$ cat src/rtl/core/sc2a_pkg.sv
// ----------------------------------------------------------------------------
// sc2a_pkg: shared definitions for the scancode to ASCII FIFO core
// Key codes, request codes, the three AZERTY translation ROMs and the
// result record that passes from the FIFO to the result stage.
// ----------------------------------------------------------------------------
`default_nettype none

package sc2a_pkg;

  // Default character FIFO depth.
  localparam int unsigned FIFO_DEPTH_DEF = 256;

  // Request type codes.
  localparam logic REQ_SCAN = 1'b0;
  localparam logic REQ_READ = 1'b1;

  // Set-1 key codes with special meaning (release bit stripped).
  localparam logic [6:0] KEY_LSHIFT = 7'h2A;
  localparam logic [6:0] KEY_RSHIFT = 7'h36;
  localparam logic [6:0] KEY_CTRL   = 7'h1D;
  localparam logic [6:0] KEY_OPTION = 7'h38;
  localparam logic [6:0] KEY_CAPS   = 7'h3A;
  localparam logic [6:0] CAPS_LO    = 7'h10;
  localparam logic [6:0] CAPS_HI    = 7'h32;

  // Number of keys covered by the translation ROMs.
  localparam int unsigned KEY_NUM = 55;
  localparam int unsigned KEY_IDX_W = $clog2(KEY_NUM);

  // Letter ranges for the control mapping.
  localparam logic [6:0] LOWER_A = 7'h61;
  localparam logic [6:0] LOWER_Z = 7'h7A;
  localparam logic [6:0] UPPER_A = 7'h41;
  localparam logic [6:0] UPPER_Z = 7'h5A;

  // Saturation value of the reported fill level.
  localparam logic [7:0] FILL_MAX = 8'hFF;

  // Unshifted layer.
  localparam logic [6:0] MAP_PLAIN [KEY_NUM] = '{
    7'h00, 7'h1B, 7'h26, 7'h65, 7'h22, 7'h27, 7'h28, 7'h2D, 7'h65, 7'h5F,
    7'h63, 7'h61, 7'h29, 7'h3D, 7'h08,
    7'h09, 7'h61, 7'h7A, 7'h65, 7'h72, 7'h74, 7'h79, 7'h75, 7'h69, 7'h6F,
    7'h70, 7'h5E, 7'h24, 7'h0A,
    7'h00, 7'h71, 7'h73, 7'h64, 7'h66, 7'h67, 7'h68, 7'h6A, 7'h6B, 7'h6C,
    7'h6D, 7'h75, 7'h60,
    7'h00, 7'h3C, 7'h77, 7'h78, 7'h63, 7'h76, 7'h62, 7'h6E, 7'h2C, 7'h3B,
    7'h3A, 7'h21, 7'h00
  };

  // Shifted layer.
  localparam logic [6:0] MAP_SHIFT [KEY_NUM] = '{
    7'h00, 7'h1B, 7'h31, 7'h32, 7'h33, 7'h34, 7'h35, 7'h36, 7'h37, 7'h38,
    7'h39, 7'h30, 7'h64, 7'h2B, 7'h08,
    7'h09, 7'h41, 7'h5A, 7'h45, 7'h52, 7'h54, 7'h59, 7'h55, 7'h49, 7'h4F,
    7'h50, 7'h5E, 7'h2A, 7'h0A,
    7'h00, 7'h51, 7'h53, 7'h44, 7'h46, 7'h47, 7'h48, 7'h4A, 7'h4B, 7'h4C,
    7'h4D, 7'h25, 7'h4C,
    7'h00, 7'h3E, 7'h57, 7'h58, 7'h43, 7'h56, 7'h42, 7'h4E, 7'h3F, 7'h2E,
    7'h2F, 7'h53, 7'h00
  };

  // Option layer; a zero entry falls back to the plain or shifted layer.
  localparam logic [6:0] MAP_OPTION [KEY_NUM] = '{
    7'h00, 7'h1B, 7'h00, 7'h7E, 7'h23, 7'h7B, 7'h5B, 7'h7C, 7'h60, 7'h5C,
    7'h5E, 7'h40, 7'h5D, 7'h7D, 7'h08,
    7'h09, 7'h61, 7'h41, 7'h45, 7'h52, 7'h54, 7'h59, 7'h55, 7'h49, 7'h4F,
    7'h50, 7'h45, 7'h3C, 7'h0A,
    7'h00, 7'h4F, 7'h49, 7'h64, 7'h66, 7'h63, 7'h49, 7'h49, 7'h49, 7'h4F,
    7'h6D, 7'h55, 7'h00,
    7'h00, 7'h3C, 7'h2C, 7'h7E, 7'h63, 7'h76, 7'h69, 7'h6E, 7'h2E, 7'h3E,
    7'h2F, 7'h70, 7'h00
  };

  // Result flags and fill level of one item.
  typedef struct packed {
    logic       read_valid;
    logic       char_queued;
    logic       char_dropped;
    logic [7:0] fill_level;
  } res_t;

endpackage

`default_nettype wire

$ cat src/rtl/core/sc2a_if.sv
// ----------------------------------------------------------------------------
// sc2a_if: channel interfaces of the scancode to ASCII FIFO core
// Request channel and result channel, each with valid/ready flow control.
// ----------------------------------------------------------------------------
`default_nettype none

interface sc2a_in_if;
  logic       valid;
  logic       ready;
  logic       req_type;
  logic [7:0] key_code;

  modport source (output valid, output req_type, output key_code, input ready);
  modport sink   (input valid, input req_type, input key_code, output ready);
endinterface

interface sc2a_out_if;
  logic       valid;
  logic       ready;
  logic [6:0] read_char;
  logic       read_valid;
  logic       char_queued;
  logic       char_dropped;
  logic [7:0] fill_level;

  modport source (output valid, output read_char, output read_valid,
                  output char_queued, output char_dropped, output fill_level,
                  input ready);
  modport sink   (input valid, input read_char, input read_valid,
                  input char_queued, input char_dropped, input fill_level,
                  output ready);
endinterface

`default_nettype wire

$ cat src/rtl/core/sc2a_decode.sv
// ----------------------------------------------------------------------------
// sc2a_decode: modifier tracking and scancode translation
// Holds shift, ctrl, option and caps lock, and maps a pressed key through
// the AZERTY ROMs to a 7-bit character (zero when nothing is produced).
// ----------------------------------------------------------------------------
`default_nettype none

module sc2a_decode (
  input  wire logic       clk,
  input  wire logic       rst_n,
  input  wire logic       step,
  input  wire logic [7:0] key_code,
  output logic      [6:0] char_out
);

  typedef struct packed {
    logic shift;
    logic ctrl;
    logic option;
    logic caps;
  } mods_t;

  mods_t mods_r;
  mods_t mods_nxt;

  logic                               release_key;
  logic [6:0]                         key;
  logic                               is_shift;
  logic                               is_ctrl;
  logic                               is_option;
  logic                               is_caps;
  logic                               in_rom;
  logic [sc2a_pkg::KEY_IDX_W-1:0]     idx;
  logic                               shift_eff;
  logic [6:0]                         opt_ch;
  logic [6:0]                         base_ch;
  logic                               is_letter;

  // Split the scancode into the release bit and the key number.
  assign release_key = key_code[7];
  assign key         = key_code[6:0];
  assign is_shift    = (key == sc2a_pkg::KEY_LSHIFT) || (key == sc2a_pkg::KEY_RSHIFT);
  assign is_ctrl     = (key == sc2a_pkg::KEY_CTRL);
  assign is_option   = (key == sc2a_pkg::KEY_OPTION);
  assign is_caps     = (key == sc2a_pkg::KEY_CAPS);
  assign in_rom      = (key < 7'(sc2a_pkg::KEY_NUM));
  assign idx         = key[sc2a_pkg::KEY_IDX_W-1:0];

  // Modifier update: shift, ctrl and option follow press and release,
  // caps lock toggles on each press.
  always_comb begin
    mods_nxt = mods_r;
    if (step) begin
      if (is_shift) begin
        mods_nxt.shift = ~release_key;
      end else if (is_ctrl) begin
        mods_nxt.ctrl = ~release_key;
      end else if (is_option) begin
        mods_nxt.option = ~release_key;
      end else if (!release_key && is_caps) begin
        mods_nxt.caps = ~mods_r.caps;
      end
    end
  end

  always_ff @(posedge clk) begin
    if (!rst_n) begin
      mods_r <= '0;
    end else begin
      mods_r <= mods_nxt;
    end
  end

  // Caps lock inverts shift on the letter rows only.
  assign shift_eff = mods_r.shift ^
                     (mods_r.caps && (key >= sc2a_pkg::CAPS_LO) &&
                      (key <= sc2a_pkg::CAPS_HI));

  // ROM lookups; an out-of-range key is never used and reads as zero.
  assign opt_ch  = in_rom ? sc2a_pkg::MAP_OPTION[idx] : 7'h00;
  assign base_ch = !in_rom   ? 7'h00 :
                   shift_eff ? sc2a_pkg::MAP_SHIFT[idx] : sc2a_pkg::MAP_PLAIN[idx];
  assign is_letter = ((base_ch >= sc2a_pkg::LOWER_A) && (base_ch <= sc2a_pkg::LOWER_Z)) ||
                     ((base_ch >= sc2a_pkg::UPPER_A) && (base_ch <= sc2a_pkg::UPPER_Z));

  // Final character: only a press of a non-modifier key in the ROM range
  // produces one. An option hit bypasses the control mapping.
  always_comb begin
    char_out = 7'h00;
    if (!release_key && !is_shift && !is_ctrl && !is_option && !is_caps && in_rom) begin
      if (mods_r.option && (opt_ch != 7'h00)) begin
        char_out = opt_ch;
      end else if (mods_r.ctrl && is_letter) begin
        char_out = {2'b00, base_ch[4:0]};
      end else begin
        char_out = base_ch;
      end
    end
  end

endmodule

`default_nettype wire

$ cat src/rtl/core/sc2a_fifo.sv
// ----------------------------------------------------------------------------
// sc2a_fifo: character ring buffer
// Single-port-per-side memory with wrap-around pointers and an occupancy
// count; one push or one pop per step, read data registered.
// ----------------------------------------------------------------------------
`default_nettype none

module sc2a_fifo #(
  parameter int unsigned FIFO_DEPTH = sc2a_pkg::FIFO_DEPTH_DEF
) (
  input  wire logic          clk,
  input  wire logic          rst_n,
  input  wire logic          step,
  input  wire logic          wr_req,
  input  wire logic [6:0]    wr_char,
  input  wire logic          rd_req,
  output sc2a_pkg::res_t     res,
  output logic      [6:0]    rd_char_r
);

  localparam int unsigned PTR_W = $clog2(FIFO_DEPTH);
  localparam int unsigned CNT_W = (PTR_W > 8) ? PTR_W : 8;
  localparam logic [PTR_W-1:0] PTR_LAST = PTR_W'(FIFO_DEPTH - 1);
  localparam logic [CNT_W-1:0] CNT_FULL = CNT_W'(FIFO_DEPTH - 1);

  logic [6:0]       mem [FIFO_DEPTH];
  logic [PTR_W-1:0] wp_r, wp_nxt;
  logic [PTR_W-1:0] rp_r, rp_nxt;
  logic [CNT_W-1:0] cnt_r, cnt_nxt;
  logic             full;
  logic             empty;
  logic             push;
  logic             pop;

  assign full  = (cnt_r == CNT_FULL);
  assign empty = (cnt_r == '0);

  // Grant the request of this beat against the current occupancy.
  assign push = step && wr_req && !full;
  assign pop  = step && rd_req && !empty;

  // Pointer and count update; pointers wrap at the last entry.
  always_comb begin
    wp_nxt  = wp_r;
    rp_nxt  = rp_r;
    cnt_nxt = cnt_r;
    if (push) begin
      wp_nxt  = (wp_r == PTR_LAST) ? '0 : wp_r + 1'b1;
      cnt_nxt = cnt_r + 1'b1;
    end
    if (pop) begin
      rp_nxt  = (rp_r == PTR_LAST) ? '0 : rp_r + 1'b1;
      cnt_nxt = cnt_r - 1'b1;
    end
  end

  always_ff @(posedge clk) begin
    if (!rst_n) begin
      wp_r  <= '0;
      rp_r  <= '0;
      cnt_r <= '0;
    end else begin
      wp_r  <= wp_nxt;
      rp_r  <= rp_nxt;
      cnt_r <= cnt_nxt;
    end
  end

  // Character store. A pop never reads the entry being pushed, since a
  // step is either a push or a pop.
  always_ff @(posedge clk) begin
    if (push) begin
      mem[wp_r] <= wr_char;
    end
    if (step) begin
      rd_char_r <= mem[rp_r];
    end
  end

  // Flags of this beat and the saturated occupancy after it.
  always_comb begin
    res.read_valid   = rd_req && !empty;
    res.char_queued  = wr_req && !full;
    res.char_dropped = wr_req && full;
    res.fill_level   = (cnt_nxt > CNT_W'(255)) ? sc2a_pkg::FILL_MAX : cnt_nxt[7:0];
  end

  // Occupancy never passes one less than the depth.
  assert property (@(posedge clk) disable iff (!rst_n) cnt_r <= CNT_FULL)
    else $error("FIFO count beyond capacity");

  // The count agrees with the pointers about emptiness.
  assert property (@(posedge clk) disable iff (!rst_n) (cnt_r == '0) == (wp_r == rp_r))
    else $error("FIFO count and pointers disagree");

  // A granted push raises the count by one.
  assert property (@(posedge clk) disable iff (!rst_n)
                   push |=> cnt_r == $past(cnt_r) + 1'b1)
    else $error("FIFO count not raised by push");

endmodule

`default_nettype wire

$ cat src/rtl/core/scancode_to_ascii_fifo_core.sv
// ----------------------------------------------------------------------------
// scancode_to_ascii_fifo_core: set-1 scancode decoder with character FIFO
// Input register, translation and FIFO access, result register.
// ----------------------------------------------------------------------------
// The core takes one beat per clock cycle on the request channel while the
// result channel does not stall, either a scancode event or a request to read
// one character, and returns exactly one result beat for each. A request is
// held in the input register, where the modifier state, the translation ROMs
// and the FIFO are evaluated, and its result is loaded into the result
// register once that register is free or its result is taken. Sustained
// throughput is one request per cycle while the result channel is ready, set
// by the single FIFO access (one push or one pop) each request makes. New
// requests are taken while a result waits, until both stages are occupied.
// The character store is not cleared after reset and needs no initialisation
// time.
`default_nettype none

module scancode_to_ascii_fifo_core #(
  parameter int unsigned FIFO_DEPTH = sc2a_pkg::FIFO_DEPTH_DEF
) (
  input  wire logic  clk,
  input  wire logic  rst_n,
  sc2a_in_if.sink    in_ch,
  sc2a_out_if.source out_ch
);

  logic           a_valid_r, a_valid_nxt;
  logic           a_req_r;
  logic [7:0]     a_key_r;
  logic           b_valid_r, b_valid_nxt;
  sc2a_pkg::res_t b_res_r;
  logic           adv;
  logic           in_fire;
  logic           scan_step;
  logic [6:0]     char_w;
  logic [6:0]     rd_char;
  sc2a_pkg::res_t res_w;

  // Stage handshakes.
  assign adv         = a_valid_r && (!b_valid_r || out_ch.ready);
  assign in_ch.ready = !a_valid_r || adv;
  assign in_fire     = in_ch.valid && in_ch.ready;
  assign scan_step   = adv && (a_req_r == sc2a_pkg::REQ_SCAN);

  // Input register.
  assign a_valid_nxt = in_fire ? 1'b1 : (adv ? 1'b0 : a_valid_r);

  always_ff @(posedge clk) begin
    if (!rst_n) begin
      a_valid_r <= 1'b0;
    end else begin
      a_valid_r <= a_valid_nxt;
    end
  end

  always_ff @(posedge clk) begin
    if (in_fire) begin
      a_req_r <= in_ch.req_type;
      a_key_r <= in_ch.key_code;
    end
  end

  // Translation with modifier state.
  sc2a_decode u_decode (
    .clk      (clk),
    .rst_n    (rst_n),
    .step     (scan_step),
    .key_code (a_key_r),
    .char_out (char_w)
  );

  // Character FIFO.
  sc2a_fifo #(
    .FIFO_DEPTH (FIFO_DEPTH)
  ) u_fifo (
    .clk       (clk),
    .rst_n     (rst_n),
    .step      (adv),
    .wr_req    ((a_req_r == sc2a_pkg::REQ_SCAN) && (char_w != 7'h00)),
    .wr_char   (char_w),
    .rd_req    (a_req_r == sc2a_pkg::REQ_READ),
    .res       (res_w),
    .rd_char_r (rd_char)
  );

  // Result register.
  assign b_valid_nxt = adv ? 1'b1 : ((b_valid_r && out_ch.ready) ? 1'b0 : b_valid_r);

  always_ff @(posedge clk) begin
    if (!rst_n) begin
      b_valid_r <= 1'b0;
    end else begin
      b_valid_r <= b_valid_nxt;
    end
  end

  always_ff @(posedge clk) begin
    if (adv) begin
      b_res_r <= res_w;
    end
  end

  // Result beat; the read data register holds with the result register.
  assign out_ch.valid        = b_valid_r;
  assign out_ch.read_char    = b_res_r.read_valid ? rd_char : 7'h00;
  assign out_ch.read_valid   = b_res_r.read_valid;
  assign out_ch.char_queued  = b_res_r.char_queued;
  assign out_ch.char_dropped = b_res_r.char_dropped;
  assign out_ch.fill_level   = b_res_r.fill_level;

  // A request that cannot move on stays in the input register.
  assert property (@(posedge clk) disable iff (!rst_n)
                   (a_valid_r && !adv) |=> a_valid_r)
    else $error("Input stage lost a held request");

endmodule

`default_nettype wire
$ cat src/flat_wrapper.sv
// flat-port wrapper written by rule: the top's interface ports become plain ports
module scancode_to_ascii_fifo_core_flat 
#(
  parameter int unsigned FIFO_DEPTH = sc2a_pkg::FIFO_DEPTH_DEF
)
  (clk, rst_n, in_ch_valid, in_ch_req_type, in_ch_key_code, in_ch_ready, out_ch_valid, out_ch_read_char, out_ch_read_valid, out_ch_char_queued, out_ch_char_dropped, out_ch_fill_level, out_ch_ready);
  sc2a_in_if in_ch_i ();
  sc2a_out_if out_ch_i ();
  input  wire logic clk;
  input  wire logic rst_n;
  input wire logic [$bits(in_ch_i.valid)-1:0] in_ch_valid;
  input wire logic [$bits(in_ch_i.req_type)-1:0] in_ch_req_type;
  input wire logic [$bits(in_ch_i.key_code)-1:0] in_ch_key_code;
  output wire logic [$bits(in_ch_i.ready)-1:0] in_ch_ready;
  output wire logic [$bits(out_ch_i.valid)-1:0] out_ch_valid;
  output wire logic [$bits(out_ch_i.read_char)-1:0] out_ch_read_char;
  output wire logic [$bits(out_ch_i.read_valid)-1:0] out_ch_read_valid;
  output wire logic [$bits(out_ch_i.char_queued)-1:0] out_ch_char_queued;
  output wire logic [$bits(out_ch_i.char_dropped)-1:0] out_ch_char_dropped;
  output wire logic [$bits(out_ch_i.fill_level)-1:0] out_ch_fill_level;
  input wire logic [$bits(out_ch_i.ready)-1:0] out_ch_ready;
  assign in_ch_i.valid = in_ch_valid;
  assign in_ch_i.req_type = in_ch_req_type;
  assign in_ch_i.key_code = in_ch_key_code;
  assign in_ch_ready = in_ch_i.ready;
  assign out_ch_valid = out_ch_i.valid;
  assign out_ch_read_char = out_ch_i.read_char;
  assign out_ch_read_valid = out_ch_i.read_valid;
  assign out_ch_char_queued = out_ch_i.char_queued;
  assign out_ch_char_dropped = out_ch_i.char_dropped;
  assign out_ch_fill_level = out_ch_i.fill_level;
  assign out_ch_i.ready = out_ch_ready;
  scancode_to_ascii_fifo_core #(.FIFO_DEPTH(FIFO_DEPTH)) u_core (.clk(clk), .rst_n(rst_n), .in_ch(in_ch_i), .out_ch(out_ch_i));
endmodule
$ cat config.mk
export PLATFORM = sky130hd
export DESIGN_NAME = scancode_to_ascii_fifo_core_flat
export DESIGN_NICKNAME = d
export VERILOG_FILES = /design/src/rtl/core/sc2a_pkg.sv /design/src/rtl/core/sc2a_if.sv /design/src/rtl/core/sc2a_decode.sv /design/src/rtl/core/sc2a_fifo.sv /design/src/rtl/core/scancode_to_ascii_fifo_core.sv /design/src/flat_wrapper.sv
export SDC_FILE = /design/constraint.sdc
export NUM_CORES = 2
export LEC_CHECK = 0
export ABC_AREA = 0
export BUFFER_PORTS_ARGS = -buffer_cell sky130_fd_sc_hd__buf_2
export CAP_MARGIN = 20
export CORE_ASPECT_RATIO = 0.8
export CORE_UTILIZATION = 65
export CTS_CLUSTER_DIAMETER = 40
export DETAILED_ROUTE_END_ITERATION = 10
export PLACE_DENSITY = 0.81
export SETUP_SLACK_MARGIN = 0.3
export SYNTH_ARGS = -nofsm -noshare
export SYNTH_HDL_FRONTEND = slang
export SYNTH_HIERARCHICAL = 1
export SYNTH_SLANG_ARGS = --single-unit
$ cat constraint.sdc
create_clock -name clk -period 38.5 [get_ports clk]
set_clock_uncertainty 0.05 [all_clocks]
set_input_delay 0 -clock clk [delete_from_list [all_inputs] [get_ports clk]]
set_output_delay 0 -clock clk [all_outputs]
set_load 0.02 [all_outputs]
==> flow_summary.toml <==
[outcome]
status = "finished clean"

[cells_and_area]
areaGrowthSynthToFinish_pct = 10.1
fin_nets = 3898
drive_gt1_share_pct = 21.8

[logic_synthesis]
synth_ff_type = "edfxtp_1"
synth_warnings = 6
synth_top_cell_by_area = "edfxtp_1"
seq_area_frac_synth_pct = 74.2
synthCells = 3796
syn_nets = 3830
ys_top_cells_by_area = "edfxtp_1 73%, mux4_2 14%, mux2i_1 1.7%"
synthArstFlopShare_pct = 0
synth_edf_count = 1819
yosysUniqueCellTypes = 92
yosysTopAreaCellShare_pct = 73.4
ys_ff_latch = 1849
netlist_area_mm2 = 0.0744
syn_area_per_cell_um2 = 19.6

[global_routing]
grt-ovfl-total = 0
track_usage_pct = 34.3
grt_pass1_wl_um = 283000
grt_max_degree = 197
grt_pass1_vias = 39500
antenna_found_initial = 9

[critical_path]
start_kind = "flip-flop"
r2r_start = "u_core/a_key_r[1]"
startpoint = "u_core/a_key_r[1]"
worstPathArrival_ns = 8.63
path_class = "reg -> reg"
worstSetupEndpointType = "flip-flop"
required_ns = 38.88
rrSetupSlack_ns = 30.25
worstPathMaxFanout = 93

[timing]
finalHoldViolations = 0
max_freq_ghz = 0.121
rsz0062_at_grt = "false"
maxSlewHeadroom_pct = 24.4
tns_ns = 0
finalMaxSlewViolations = 0
finalSetupViolCount = 0
finalCriticalPeriod_ns = 8.25
post-route-period-util_pct = 21.4
max_slew.worst_pin.slew_ns = 1.13
whs_ns = 0.212

[clock_network]
clk_latency_ns = 0.81
cts_max_level = 4
clkSinkCount = 1849
numCtsBuffers = 176
root_buffer = "clkbuf_16"
clock_path_buffers = 3
cts_tree = "yes"
clk_pin_slew_ns = 0.07

[power]
powerDensity_mw_per_mm2 = 50.6
irDropWorstVdd_mv = 0.0582
p_leak_nw = 26.4

[routing]
antenna_left = 0
viasPerCell = 7.35
drc_errors = 0
routedWlPerCell_um = 35.5
dr_total_vias = 40600
detail_route.wirelength_um = 196000
drtIter0Drc = 7674
first_pass_iters = 9

[worst_hold_path]
min-delay-start = "rst_n"
hold_path.class = "in -> reg"

[placed_design]
gp_congestion = 0.946
dp_hpwl_um = 112000
io_buffers = 32

[floorplanning]
rows = 110
dieArea_mm2 = 0.116
die_h_um = 305
io_pins = 33
core_mm2 = 0.113
die_w_um = 380
start_util_pct = 65.8

[flow_run]
cap_violations = 0
## where the power goes
group	internal [mW]	total, mW	switching, mW
Clock	0.969	1.73	0.758
Sequential	2.20	2.21	0.00862
Combinational	0.0855	0.204	0.118
## metrics by stage
step	utilization [%]	power, mW	setup WS [ns]	area (µm²)	cells
after floorplan	-	2.41	22.60	74400	3796
after global placement	67.2	2.45	30.94	75900	5172
after detailed placement	67.2	2.45	30.60	75900	5172
after CTS	72.4	4.15	30.51	81900	5521
after global routing	72.5	4.23	29.94	81900	5523
final	72.5	4.14	30.25	81900	5525
## worst max-delay path, stage by stage (launching register included)
cell	delay, ns
edfxtp_1	0.89
inv_1	0.38
ha_1	0.36
nor2b_1	0.18
o311ai_4	0.34
xor2_2	0.62
o211ai_1	0.18
and3_1	0.26
nor4_1	0.33
nor4_2	0.14
o32ai_4	0.28
buf_4	0.79
nor4_1	0.12
a21oi_1	0.22
a21boi_1	0.36
and2_1	0.47
and3_1	0.39
nand2_2	0.65
nor2_1	0.76
## synth_stat cells, types with 6 or more instances
| cell | n |
|---|---|
| edfxtp_1 | 1819 |
| mux4_2 | 454 |
| nor2_1 | 328 |
| nand2_1 | 132 |
| mux2i_1 | 128 |
| clkbuf_1 | 96 |
| buf_2 | 74 |
| a21oi_1 | 72 |
| o21ai_0 | 67 |
| and2_1 | 36 |
| nand3_1 | 32 |
| a22oi_1 | 30 |
| dfxtp_1 | 30 |
| a221oi_1 | 29 |
| buf_4 | 29 |
| nor2b_1 | 27 |
| buf_6 | 26 |
| nor3_1 | 24 |
| ha_1 | 21 |
| nand2b_1 | 21 |
| a31oi_1 | 20 |
| xnor2_1 | 19 |
| inv_1 | 17 |
| o211ai_1 | 16 |
| and3_1 | 15 |
| buf_1 | 15 |
| o22ai_1 | 14 |
| nand4_1 | 12 |
| o221ai_1 | 12 |
| a22o_1 | 10 |
| mux2_2 | 9 |
| nor4_1 | 9 |
| o21a_1 | 8 |
| o32ai_1 | 8 |
| a211oi_1 | 7 |
| a21o_1 | 7 |
| a311oi_1 | 6 |
| o41ai_1 | 6 |
| or3_1 | 6 |
## state kept, by name, indices dropped and copies added (netlist names), 4 cells and up
signal                    count
u_core/u_fifo/cnt_r           8
u_core/u_fifo/rp_r            8
u_core/u_decode/mods_r        4
u_core/u_fifo/wp_r            8
u_core/a_key_r                8
u_core/out_ch.fill_level      8
u_core/u_fifo/mem          1792
u_core/u_fifo/rd_char_r       7
## path summary, 6_finish.rpt
path / to / cells after the start
worst max register to register: u_core/u_fifo/mem[95][4] / 18
worst min-delay path: u_core/u_fifo/wp_r[1] / 3
worst min register to register: u_core/u_decode/mods_r[2] / 2
worst max-delay path: u_core/u_fifo/mem[95][4] / 18
## cells in the final DEF (no fill, tap or decap), types with 36 or more instances in the layout
cell type / synthesis / final
edfxtp_1: 1819 / 1819
mux4_2: 454 / 454
nor2_1: 328 / 326
clkbuf_16: 0 / 181
nand2_1: 132 / 131
mux2i_1: 128 / 128
a21oi_1: 72 / 68
buf_4: 29 / 67
o21ai_0: 67 / 67
clkinv_1: 3 / 40
and2_1: 36 / 36
## repair_timing
item                                    in CTS  in global routing
buffers inserted                             0                  0
hold buffers                                24                  0
endpoints found under the setup margin       0                  0
endpoints found under the hold margin       48                  0
gates resized for setup                      0                  0
## cell families (layout without fill, tap and decap cells)
kind of cell               count (synthesis)  count (layout)  synth area share (%)
other                                      0               2                     0
xor gates and xnor gates                  24              24                 0.293
and+or+nand+nor                          674             674                  4.11
buffers and inverters                    263             478                  1.89
muxes                                    591             591                  15.6
AOI/OAI and AO/OA                        374             374                  3.51
DFF                                     1849            1849                  74.2
adders and majority gates                 21              21                 0.353
## per-layer routing
layer	track usage, %	vias to the layer above	routed length (µm)
met5	0	-	103
met4	12.1	12	7680
met3	9.78	570	29900
met2	50.9	3763	89500
met1	49.8	20600	69200
li1	-	15700	-
## layout make-up
class	count	area, µm²
diodes	2	5.00
flip-flops and latches	1849	55200
fillers	6126	31100
clock inverters	108	1030
clock buffers	217	4700
repair buffers	132	1080
multi-input cells	1684	17900
well taps	1512	1890
inverters	21	81.3
No activity file was read; power rests on OpenSTA's default activity.
